`config.mk`:
```
export PLATFORM = sky130hd
export DESIGN_NAME = ir_pulse_width_capture
export DESIGN_NICKNAME = d
export VERILOG_FILES = /design/src/design/pwc_pkg.sv /design/src/design/pwc_core.sv /design/src/design/ir_pulse_width_capture.sv
export VERILOG_INCLUDE_DIRS = /design/src /design/src/design
export SDC_FILE = /design/constraint.sdc
export NUM_CORES = 2
export LEC_CHECK = 0
export BUFFER_PORTS_ARGS = -buffer_cell sky130_fd_sc_hd__buf_2
export CELL_PAD_IN_SITES_DETAIL_PLACEMENT = 0
export CELL_PAD_IN_SITES_GLOBAL_PLACEMENT = 1
export CORE_MARGIN = 3
export CORE_UTILIZATION = 56
export DETAILED_ROUTE_END_ITERATION = 16
export HOLD_SLACK_MARGIN = 0.02
export PLACE_DENSITY = 0.86
export SKIP_LAST_GASP = 1
export SYNTH_ARGS = -nofsm -noshare
export SYNTH_HDL_FRONTEND = slang
export SYNTH_SLANG_ARGS = --single-unit
```
`constraint.sdc`:
```
create_clock -name clk -period 7.6 [get_ports clk]
set_input_delay 0.76 -clock clk [delete_from_list [all_inputs] [get_ports clk]]
set_output_delay 0.76 -clock clk [all_outputs]
set_load 0.05 [all_outputs]
```
`src/design/ir_pulse_width_capture_macros.svh`:
```
// Assertion macros for the pulse width capture block.
`ifndef IR_PULSE_WIDTH_CAPTURE_MACROS_SVH
`define IR_PULSE_WIDTH_CAPTURE_MACROS_SVH

// Same-cycle implication.
`define PWC_ASSERT_NOW(label, clk, rst_n, ante, cons) \
    label: assert property (@(posedge clk) disable iff (!rst_n) (ante) |-> (cons)) \
        else $error("pulse width capture: same-cycle check failed");

// Next-cycle implication.
`define PWC_ASSERT_NEXT(label, clk, rst_n, ante, cons) \
    label: assert property (@(posedge clk) disable iff (!rst_n) (ante) |=> (cons)) \
        else $error("pulse width capture: next-cycle check failed");

`endif

```
`src/design/pwc_pkg.sv`:
```
`default_nettype none
package pwc_pkg;

    localparam int MAX_PULSES = 128;
    localparam int IDX_W      = $clog2(MAX_PULSES);
    localparam int CNT_W      = 8;
    localparam int DUR_W      = 16;
    localparam int ELAPSED_W  = 32;
    localparam int THR_W      = 16;
    localparam int TMO_W      = 19;
    localparam int CFG_DATA_W = 19;
    localparam int CFG_IDX_W  = 1;
    localparam int CMD_W      = 2;
    localparam int RIDX_W     = 7;

    localparam logic [CMD_W-1:0] CMD_TICK  = 2'd0;
    localparam logic [CMD_W-1:0] CMD_EDGE  = 2'd1;
    localparam logic [CMD_W-1:0] CMD_CLEAR = 2'd2;
    localparam logic [CMD_W-1:0] CMD_READ  = 2'd3;

    localparam logic [CFG_IDX_W-1:0] CFG_END_GAP_THRESHOLD = 1'b0;
    localparam logic [CFG_IDX_W-1:0] CFG_GAP_TIMEOUT       = 1'b1;

    localparam logic [THR_W-1:0] END_GAP_RESET = 16'd3000;
    localparam logic [TMO_W-1:0] TIMEOUT_RESET = 19'd262144;

    typedef struct packed {
        logic [CMD_W-1:0]  command;
        logic [RIDX_W-1:0] read_index;
    } pwc_req_t;

    typedef struct packed {
        logic                  we;
        logic [CFG_IDX_W-1:0]  index;
        logic [CFG_DATA_W-1:0] data;
    } pwc_cfg_wr_t;

endpackage
`default_nettype wire

```
`src/design/pwc_core.sv`:
```
`default_nettype none
module pwc_core
    import pwc_pkg::*;
(
    input  wire logic              clk,
    input  wire logic              rst_n,
    input  wire pwc_cfg_wr_t       cfg_wr,
    input  wire logic              proc_en,
    input  wire pwc_req_t          req,
    output logic                   data_available,
    output logic                   has_error,
    output logic [CNT_W-1:0]       pulse_count,
    output logic [DUR_W-1:0]       read_value
);

    logic [THR_W-1:0]     end_gap_reg;
    logic [TMO_W-1:0]     timeout_reg;

    logic                 started_reg, started_next;
    logic [ELAPSED_W-1:0] elapsed_reg, elapsed_next;
    logic                 armed_reg, armed_next;
    logic                 finished_reg, finished_next;
    logic                 error_reg, error_next;
    logic [CNT_W-1:0]     count_reg, count_next;

    logic                 data_available_reg;
    logic                 has_error_reg;
    logic [CNT_W-1:0]     pulse_count_reg;
    logic [DUR_W-1:0]     read_value_reg;

    logic [DUR_W-1:0]     mem [MAX_PULSES];
    logic                 mem_we;
    logic [IDX_W-1:0]     mem_widx;
    logic [IDX_W-1:0]     mem_ridx;
    logic                 rd_hit;
    logic [ELAPSED_W-1:0] elapsed_inc;

    always_ff @(posedge clk or negedge rst_n)
    begin
        if (!rst_n)
        begin
            end_gap_reg <= END_GAP_RESET;
            timeout_reg <= TIMEOUT_RESET;
        end
        else if (cfg_wr.we)
        begin
            case (cfg_wr.index)
                CFG_END_GAP_THRESHOLD: end_gap_reg <= cfg_wr.data[THR_W-1:0];
                CFG_GAP_TIMEOUT:       timeout_reg <= cfg_wr.data[TMO_W-1:0];
                default:               ;
            endcase
        end
    end

    assign elapsed_inc = (elapsed_reg == {ELAPSED_W{1'b1}}) ? elapsed_reg
                                                            : elapsed_reg + 1'b1;
    assign mem_widx = count_reg[IDX_W-1:0];
    assign mem_ridx = req.read_index[IDX_W-1:0];
    assign rd_hit   = (req.command == CMD_READ)
                   && ({{(CNT_W-RIDX_W){1'b0}}, req.read_index} < count_reg);

    always_comb
    begin
        started_next  = started_reg;
        elapsed_next  = elapsed_reg;
        armed_next    = armed_reg;
        finished_next = finished_reg;
        error_next    = error_reg;
        count_next    = count_reg;
        mem_we        = 1'b0;
        case (req.command)
            CMD_TICK:
            begin
                if (started_reg)
                begin
                    elapsed_next = elapsed_inc;
                    if (armed_reg && elapsed_inc >= {{(ELAPSED_W-TMO_W){1'b0}}, timeout_reg})
                    begin
                        error_next = 1'b1;
                        armed_next = 1'b0;
                    end
                end
            end
            CMD_EDGE:
            begin
                if (!finished_reg && !error_reg)
                begin
                    if (!started_reg)
                    begin
                        started_next = 1'b1;
                        elapsed_next = '0;
                        armed_next   = 1'b0;
                    end
                    else if (count_reg >= CNT_W'(MAX_PULSES))
                    begin
                        error_next = 1'b1;
                        armed_next = 1'b0;
                    end
                    else
                    begin
                        mem_we       = 1'b1;
                        count_next   = count_reg + 1'b1;
                        elapsed_next = '0;
                        armed_next   = 1'b1;
                        if (elapsed_reg >= {{(ELAPSED_W-THR_W){1'b0}}, end_gap_reg})
                        begin
                            finished_next = 1'b1;
                            armed_next    = 1'b0;
                        end
                    end
                end
            end
            CMD_CLEAR:
            begin
                started_next  = 1'b0;
                elapsed_next  = '0;
                armed_next    = 1'b0;
                finished_next = 1'b0;
                error_next    = 1'b0;
                count_next    = '0;
            end
            default: ;
        endcase
    end

    always_ff @(posedge clk or negedge rst_n)
    begin
        if (!rst_n)
        begin
            started_reg  <= 1'b0;
            elapsed_reg  <= '0;
            armed_reg    <= 1'b0;
            finished_reg <= 1'b0;
            error_reg    <= 1'b0;
            count_reg    <= '0;
        end
        else if (proc_en)
        begin
            started_reg  <= started_next;
            elapsed_reg  <= elapsed_next;
            armed_reg    <= armed_next;
            finished_reg <= finished_next;
            error_reg    <= error_next;
            count_reg    <= count_next;
        end
    end

    // result fields show the state after the request
    always_ff @(posedge clk)
    begin
        if (proc_en)
        begin
            data_available_reg <= finished_next && !error_next;
            has_error_reg      <= error_next;
            pulse_count_reg    <= count_next;
        end
    end

    always_ff @(posedge clk)
    begin
        if (proc_en && mem_we)
            mem[mem_widx] <= elapsed_reg[DUR_W-1:0];
        if (proc_en)
            read_value_reg <= rd_hit ? mem[mem_ridx] : '0;
    end

    assign data_available = data_available_reg;
    assign has_error      = has_error_reg;
    assign pulse_count    = pulse_count_reg;
    assign read_value     = read_value_reg;

endmodule
`default_nettype wire

```
`src/design/ir_pulse_width_capture.sv`:
```
// ir_pulse_width_capture
// Input channel: in_valid/in_stall with command and read_index; one request
// per cycle while in_stall is low: tick (1 us), edge, clear, or read of one stored duration.
// Output channel: out_valid/out_stall with data_available, has_error,
// pulse_count and read_value; exactly one result per request, showing the
// capture state after that request.
// Path: the input register holds the request, then the state update and the
// registered pulse store read land in the result register that drives
// out_valid.
// Throughput: 1 request per cycle, sustained, with out_stall low.
// Configuration: cfg_we, cfg_index (0 end gap threshold, 1 gap timeout),
// cfg_data; write only while no request is in flight.
// Reset: clears capture state and the pipeline, loads threshold 3000 and
// timeout 262144. The pulse store needs no clearing; reads stop at the count.
// Stall: a held result freezes the pipeline; in_stall rises once the input
// register is also full, and nothing is dropped.
`default_nettype none
`include "ir_pulse_width_capture_macros.svh"
module ir_pulse_width_capture
    import pwc_pkg::*;
(
    input  wire logic                  clk,
    input  wire logic                  rst_n,
    input  wire logic                  cfg_we,
    input  wire logic [CFG_IDX_W-1:0]  cfg_index,
    input  wire logic [CFG_DATA_W-1:0] cfg_data,
    input  wire logic                  in_valid,
    output logic                       in_stall,
    input  wire logic [CMD_W-1:0]      command,
    input  wire logic [RIDX_W-1:0]     read_index,
    output logic                       out_valid,
    input  wire logic                  out_stall,
    output logic                       data_available,
    output logic                       has_error,
    output logic [CNT_W-1:0]           pulse_count,
    output logic [DUR_W-1:0]           read_value
);

    logic        s1_valid_reg;
    pwc_req_t    s1_req_reg;
    logic        out_valid_reg;
    logic        advance;
    pwc_cfg_wr_t cfg_wr;

    assign advance  = !out_valid_reg || !out_stall;
    assign in_stall = s1_valid_reg && !advance;
    assign cfg_wr   = '{we: cfg_we, index: cfg_index, data: cfg_data};

    always_ff @(posedge clk or negedge rst_n)
    begin
        if (!rst_n)
        begin
            s1_valid_reg  <= 1'b0;
            out_valid_reg <= 1'b0;
        end
        else
        begin
            if (!in_stall)
                s1_valid_reg <= in_valid;
            if (advance)
                out_valid_reg <= s1_valid_reg;
        end
    end

    always_ff @(posedge clk)
    begin
        if (in_valid && !in_stall)
            s1_req_reg <= '{command: command, read_index: read_index};
    end

    pwc_core u_core (
        .clk            (clk),
        .rst_n          (rst_n),
        .cfg_wr         (cfg_wr),
        .proc_en        (s1_valid_reg && advance),
        .req            (s1_req_reg),
        .data_available (data_available),
        .has_error      (has_error),
        .pulse_count    (pulse_count),
        .read_value     (read_value)
    );

    assign out_valid = out_valid_reg;

    `PWC_ASSERT_NOW(a_stall_when_full, clk, rst_n,
        s1_valid_reg && out_valid_reg && out_stall, in_stall)
    `PWC_ASSERT_NEXT(a_request_moves, clk, rst_n,
        s1_valid_reg && !out_stall, out_valid)
    `PWC_ASSERT_NOW(a_flags_exclusive, clk, rst_n,
        out_valid, !(data_available && has_error))
    `PWC_ASSERT_NOW(a_count_bound, clk, rst_n,
        out_valid, pulse_count <= CNT_W'(MAX_PULSES))

endmodule
`default_nettype wire
```
# Yosys cells after proc, flatten, opt, wreduce, memory -nomap -nowiden
# Memories as Yosys holds them, arrays and structs flattened. A register that Yosys moved wholly into a read port is not among the register bits.
# Cells that the tools add are included.
dict set report op_classes {
  n_reduce_logical 25
  n_mux 36
  magnitude_cmp 4
  n_eq_ne 8
  n_addsub 2
  bitwise_logic 1
}
# operator n
set ops {}
lappend ops {{two-way mux 32 bit} 5}
lappend ops {{case mux 32 bit (3 select lines)} 1}
lappend ops {{adder 32 x 1 -> 32 bit, second input constant} 1}
lappend ops {{equality test 32 bit, second input constant} 1}
lappend ops {{greater-or-equal comparator 32 x 16 -> 1 bit} 1}
lappend ops {{greater-or-equal comparator 32 x 19 -> 1 bit} 1}
lappend ops {{two-way mux 8 bit} 3}
lappend ops {{two-way mux 1 bit} 22}
lappend ops {{case mux 8 bit (2 select lines)} 1}
lappend ops {{AND reduction 5 bit} 2}
lappend ops {{adder 8 x 1 -> 8 bit, second input constant} 1}
lappend ops {{greater-or-equal comparator 8 bit, second input constant} 1}
lappend ops {{logical AND 1 bit} 8}
lappend ops {{zero test 1 bit} 8}
lappend ops {{less-than comparator 7 x 8 -> 1 bit} 1}
lappend ops {{inequality test 2 x 1 -> 1 bit, second input constant} 3}
lappend ops {{case mux 1 bit (3 select lines)} 2}
lappend ops {{equality test 2 bit, second input constant} 2}
lappend ops {{case mux 1 bit (2 select lines)} 2}
lappend ops {{AND reduction 2 bit} 2}
lappend ops {{inequality test 3 bit, second input constant} 1}
lappend ops {{AND reduction 3 bit} 1}
lappend ops {{nonzero test 3 bit} 1}
lappend ops {{equality test 2 x 1 -> 1 bit, second input constant} 1}
lappend ops {{4 further kinds} 4}
dict set report word_totals {
  inputBits 34
  elab_cells 92
  memories 1
  out_inout_bits 28
  ramBits 2048
  regBits 100
}
# memory words word_bits rd rd_ports_with_merged_regs wr line
set memory_table {}
lappend memory_table {u_core.mem 128 16 1 1 1 pwc_core.sv:31} ;# logic [DUR_W-1:0] mem [MAX_PULSES];

# Longest topological paths before layout
dict set report logic_depth {
  word_depth 9
  mapped_depth 19
  ltp_nobuf 18
}

# Cells and area by module
# Synthesis repeated with hierarchy kept, for this count alone.
dict set report hier_totals {
  cells_unflattened 3769
  area_unflattened_um2 84847.6
}
# module cells_per_inst instances area_per_inst_um2 seq_area_each_um2
set by_module_without_submodules {}
lappend by_module_without_submodules {pwc_core 3752 1 84484.8 64266.6}
lappend by_module_without_submodules {ir_pulse_width_capture 17 1 362.8 320.3}

# Worst setup path before layout
# OpenSTA, ideal clock, no wires.
dict set report synth_timing {
  path_kind {register -> register}
  start {reg u_core.elapsed_reg[0]}
  end {reg u_core.has_error_reg, in the netlist u_core.has_error (data pin)}
  required_time_ps 7345
  n_path_buf 1
  t_arrival_ps 5625
  period_less_slack_ps 5880
  setup_slack_ps 1720
  path_stages_with_launch 19
  setup_time_ps 255
  path_cell_list {dfrtp_1 -> ha_1 -> nand3_2 -> or4_4 -> nor4_2 -> or3_1 -> clkbuf_1 -> or3_1 -> xnor2_1 -> ha_1 -> o21ai_0 -> nor2_1 -> a2111oi_0 -> o21bai_1 -> a211oi_1 -> nand4_1 -> o41ai_2 -> o21ai_1 -> and3_1}
}
dict set report synth_between {
  elab_chain_len 7
  elab_cells_between_ends 8
  classes_between {1 x add/sub; 1 x order compare; 1 x eq/ne; 4 x mux; 1 x reduce/logical}
}
# element line
set synth_lines {}
lappend synth_lines {{from (decl)} pwc_core.sv:20} ;# logic [ELAPSED_W-1:0] elapsed_reg, elapsed_next;
lappend synth_lines {{from (signal assigned)} pwc_core.sv:140} ;# elapsed_reg <= elapsed_next;
lappend synth_lines {{adder 32 x 1 -> 32 bit or equality test 32 bit (tied branches)} {pwc_core.sv:56, pwc_core.sv:55}}
lappend synth_lines {{two-way mux 32 bit *} pwc_core.sv:55} ;# assign elapsed_inc = (elapsed_reg == {ELAPSED_W{1'b1}}) ? elapsed_reg
lappend synth_lines {{greater-or-equal comparator 32 x 19 -> 1 bit *} pwc_core.sv:77} ;# if (armed_reg && elapsed_inc >= {{(ELAPSED_W-TMO_W){1'b0}}, timeout_reg})
lappend synth_lines {{logical AND 1 bit *} pwc_core.sv:77}
lappend synth_lines {{two-way mux 1 bit *} pwc_core.sv:77}
lappend synth_lines {{two-way mux 1 bit *} pwc_core.sv:74} ;# if (started_reg)
lappend synth_lines {{case mux 1 bit (3 select lines) *} pwc_core.sv:71} ;# case (req.command)
lappend synth_lines {{named net u_core.error_next} pwc_core.sv:23} ;# logic error_reg, error_next;
lappend synth_lines {{to (signal assigned)} pwc_core.sv:154} ;# has_error_reg <= error_next;
lappend synth_lines {{to (decl)} pwc_core.sv:27} ;# logic has_error_reg;
# Mark *: on every way through the listed nets, which the timed path passes. The rest lies on a longest branch.
# A chain may end at the register's enable or synchronous reset.

# Worst setup path in the final report
dict set report layout_timing {
  start {reg u_core.elapsed_reg[1]}
  end {reg u_core.has_error_reg, in the netlist u_core.has_error (data pin)}
}
# Same word-level chain as after synthesis.

==> key figures <==
Run status
  – Status: finished clean

Setup path
  – R2r setup slk: 1.76 ns
  – Crit path max-delay family: simple AND/OR/NAND/NOR gates
  – Critical Path RT: 8.18 ns
  – Worst setup endpoint: u_core.has_error
  – CP arrival: 6.42 ns
  – Crit path depth: 18
  – Crit end category: register
  – Cell Chain, Critical Path: ha_1 -> nand3_2 -> or4_4 -> nor4_2 -> or4b_1 -> nor2_1 -> nand2_1 -> xnor2_1 -> ha_1 -> a21oi_1 -> nor2_1 -> a211oi_1 -> o21ai_0 -> a211oi_1 -> nand4_1 -> o41ai_2 -> o21ai_1 -> and3_1
  – Crit Path Max Fanout: 70
  – Slowest stage delay, CP: 0.96 ns
  – WP buf/inv: 0
  – Cells on worst reg2reg path: 18
  – Startpoint Class: register
  – Crit path kind: reg -> reg
  – Critical R2R Capture: u_core.has_error
  – Worst path slowest cell: dfrtp_4
  – R2R Path Start: u_core.elapsed_reg[1]
  – Setup crit start: u_core.elapsed_reg[1]

Yosys
  – Post-synth EDFFs: 2083
  – Ys flop type: edfxtp_1
  – Cell variety after synth: 58
  – Synth top cells by count: edfxtp_1 (2083), mux4_2 (672), nor2_1 (203)
  – Yosys top cell area share: 0.738
  – Cell taking the most area after synthesis: edfxtp_1
  – Sequential fraction of the synthesis area: 0.763
  – Flops & latches, synth: 2164
  – Most common cell in the netlist: edfxtp_1
  – Ys Warns: 0
  – Mean post-synth cell area: 22.6 um^2
  – Syn Inst Count: 3741
  – Net Count, Synth: 3823
  – Area contributors post-synth: edfxtp_1 (74%), mux4_2 (18%), dfrtp_1 (2.2%), nor2_1 (0.90%), ha_1 (0.71%)
  – Syn Std Cell Area: 84700 um^2
  – Post-synth ARST share: 0.0374

Finish
  – Synth-to-Final Area Change: 11.7%
  – Layout cells sized above 1: 0.301
  – Fin nets: 4074
  – Max reg flops: 2048
  – Layout fillers: 9478

Floorplanning
  – Die footprint: 156000 um^2
  – IO Pins: 62
  – Die Ht: 395 um
  – Rows: 142
  – Initial Util: 0.565
  – Core area: 150000 um^2
  – Die W: 395 um

STA
  – RSZ-0062 raised after global routing: no
  – Final setup TNS: 0 ns
  – Worst Tran Pin Value: 1.39 ns
  – Slew Limit Headroom: 0.0740
  – Clock Skew: 0.0383 ns
  – Final Worst Setup Slack: 1.76 ns
  – Setup violators final: 0
  – Max Freq: 171 MHz
  – Min Tclk post-route: 5.84 ns
  – Final hold vios: 0
  – Count of pins over their slew limit: 0
  – Final worst path period share: 0.768

Global routing
  – Initial antenna violation count: 13
  – Total Routing Usage GR: 0.272
  – Global-route wire length before repair: 303000 um
  – Vias in the first global route: 42200
  – Grt total ovfl: 0
  – Largest net degree at the start of global routing: 135

Pwr
  – Leakage: 32.4 nW
  – PwrDens: 262 nW/um^2
  – Maximum VDD drop: 0.206 mV

Clock network
  – Reg clk slew, reported paths: 0.06 ns
  – Clock Latency Late Sink: 0.86 ns
  – H-tree levels: 4
  – CTS buffer count: 204
  – CTS Buffer Depth: 3
  – CTS root buf: clkbuf_16
  – Clock Sinks: 2164
  – Post-CTS sizing: 0
  – CTS tree: yes

Route
  – WL per Instance: 33.6 um
  – 1st-iter DRT viols: 5498
  – Final WL: 208000 um
  – Vias: 41500
  – Pre-antenna DRT Iters: 6
  – # DRC: 0
  – ANT nets after route: 0
  – Drt via density: 6.70

Placement
  – Post-DP HPWL: 113000 um
  – Pre-CTS WS: 1.81 ns
  – IO buf count: 61
  – Gpl congestion: 0.839

Worst hold path
  – Hold Path Class: in -> reg

Run
  – MaxCap Viol Count: 0
[layout by cell type, fill, tap and decap left out, drive strengths merged, types with 7 or more instances in the layout]
cell / instances
mux2: 21
nor2: 203
dfrtp: 73
nand4: 18
clkinvlp: 7
nor4: 8
mux2i: 21
a211oi: 8
nand2b: 8
o21ai: 54
edfxtp: 2083
a21o: 9
xnor2: 20
mux4: 672
o31ai: 7
dfstp: 8
xor2: 10
a21oi: 28
ha: 48
nand2: 89
nand3: 26
clkbuf: 257
clkinv: 94
nor2b: 7
a22o: 9
buf: 238
inv: 61
bufinv: 13
nor3: 19
[final cells by class]
| type | instances | area [um^2] | area share |
|---|---|---|---|
| diodes | 6 | 15.0 | 0.000159 |
| repair buffers | 239 | 1770 | 0.0187 |
| multi-input cells | 1331 | 19100 | 0.202 |
| inverters | 52 | 195 | 0.00206 |
| clock buffers | 257 | 5330 | 0.0563 |
| flip-flops and latches | 2164 | 64600 | 0.683 |
| well taps | 2016 | 2520 | 0.0267 |
| clock inverters | 123 | 1040 | 0.0110 |
[kinds of logic after synthesis]
family	share of synthesized area
adders and majority gates	0.00709
AOI/OAI and AO/OA	0.0101
buffers and inverters	0.0118
xor gates and xnor gates	0.00310
muxes	0.184
and+or+nand+nor	0.0214
DFF	0.763
[what timing repair did]
action,CTS,global route
hold endpoints to repair,21,0
hold buffers,1,0
setup buffers,0,0
[through the flow]
step | hold slack [ns] | power, W | util | std cells | cell area, um^2
5_1_grt | 0.0619 | 0.0254 | 0.631 | 6182 | 94600
2_1_floorplan | 0.464 | 0.0147 | - | 3741 | 84700
3_3_place_gp | 0.490 | 0.0152 | 0.589 | 5801 | 88200
4_1_cts | 0.0383 | 0.0249 | 0.631 | 6182 | 94600
6_report | 0.0934 | 0.0248 | 0.631 | 6188 | 94600
3_5_place_dp | 0.495 | 0.0152 | 0.589 | 5801 | 88200
[worst min-delay path by stage]
stage	startpoint	endpoint	slack, ns	cells past startpoint
after floorplan	rst_n	out_valid	0.46	0
after global placement	u_core.timeout_reg[13]	u_core.timeout_reg[13]	0.49	1
after detailed placement	u_core.timeout_reg[13]	u_core.timeout_reg[13]	0.50	1
after CTS	read_index[4]	s1_req_reg[4]	0.04	1
after global routing	read_index[6]	s1_req_reg[6]	0.06	1
final	read_index[4]	s1_req_reg[4]	0.09	1
[report_power, final]
group          total, W  switching [W]  internal [W]  leakage, nW
Combinational   0.00127       0.000821      0.000445         7.02
Sequential       0.0137       0.000303        0.0134         22.3
Clock           0.00980        0.00438       0.00541         3.09
[metal layers]
metal,global-route usage,share of wire,up-vias
met5,0,0.00011,-
met4,0.0930,0.035,4
met3,0.0671,0.11,431
met2,0.434,0.49,2934
met1,0.373,0.36,21800
li1,-,-,16300
(Power assumes the default switching activity.)
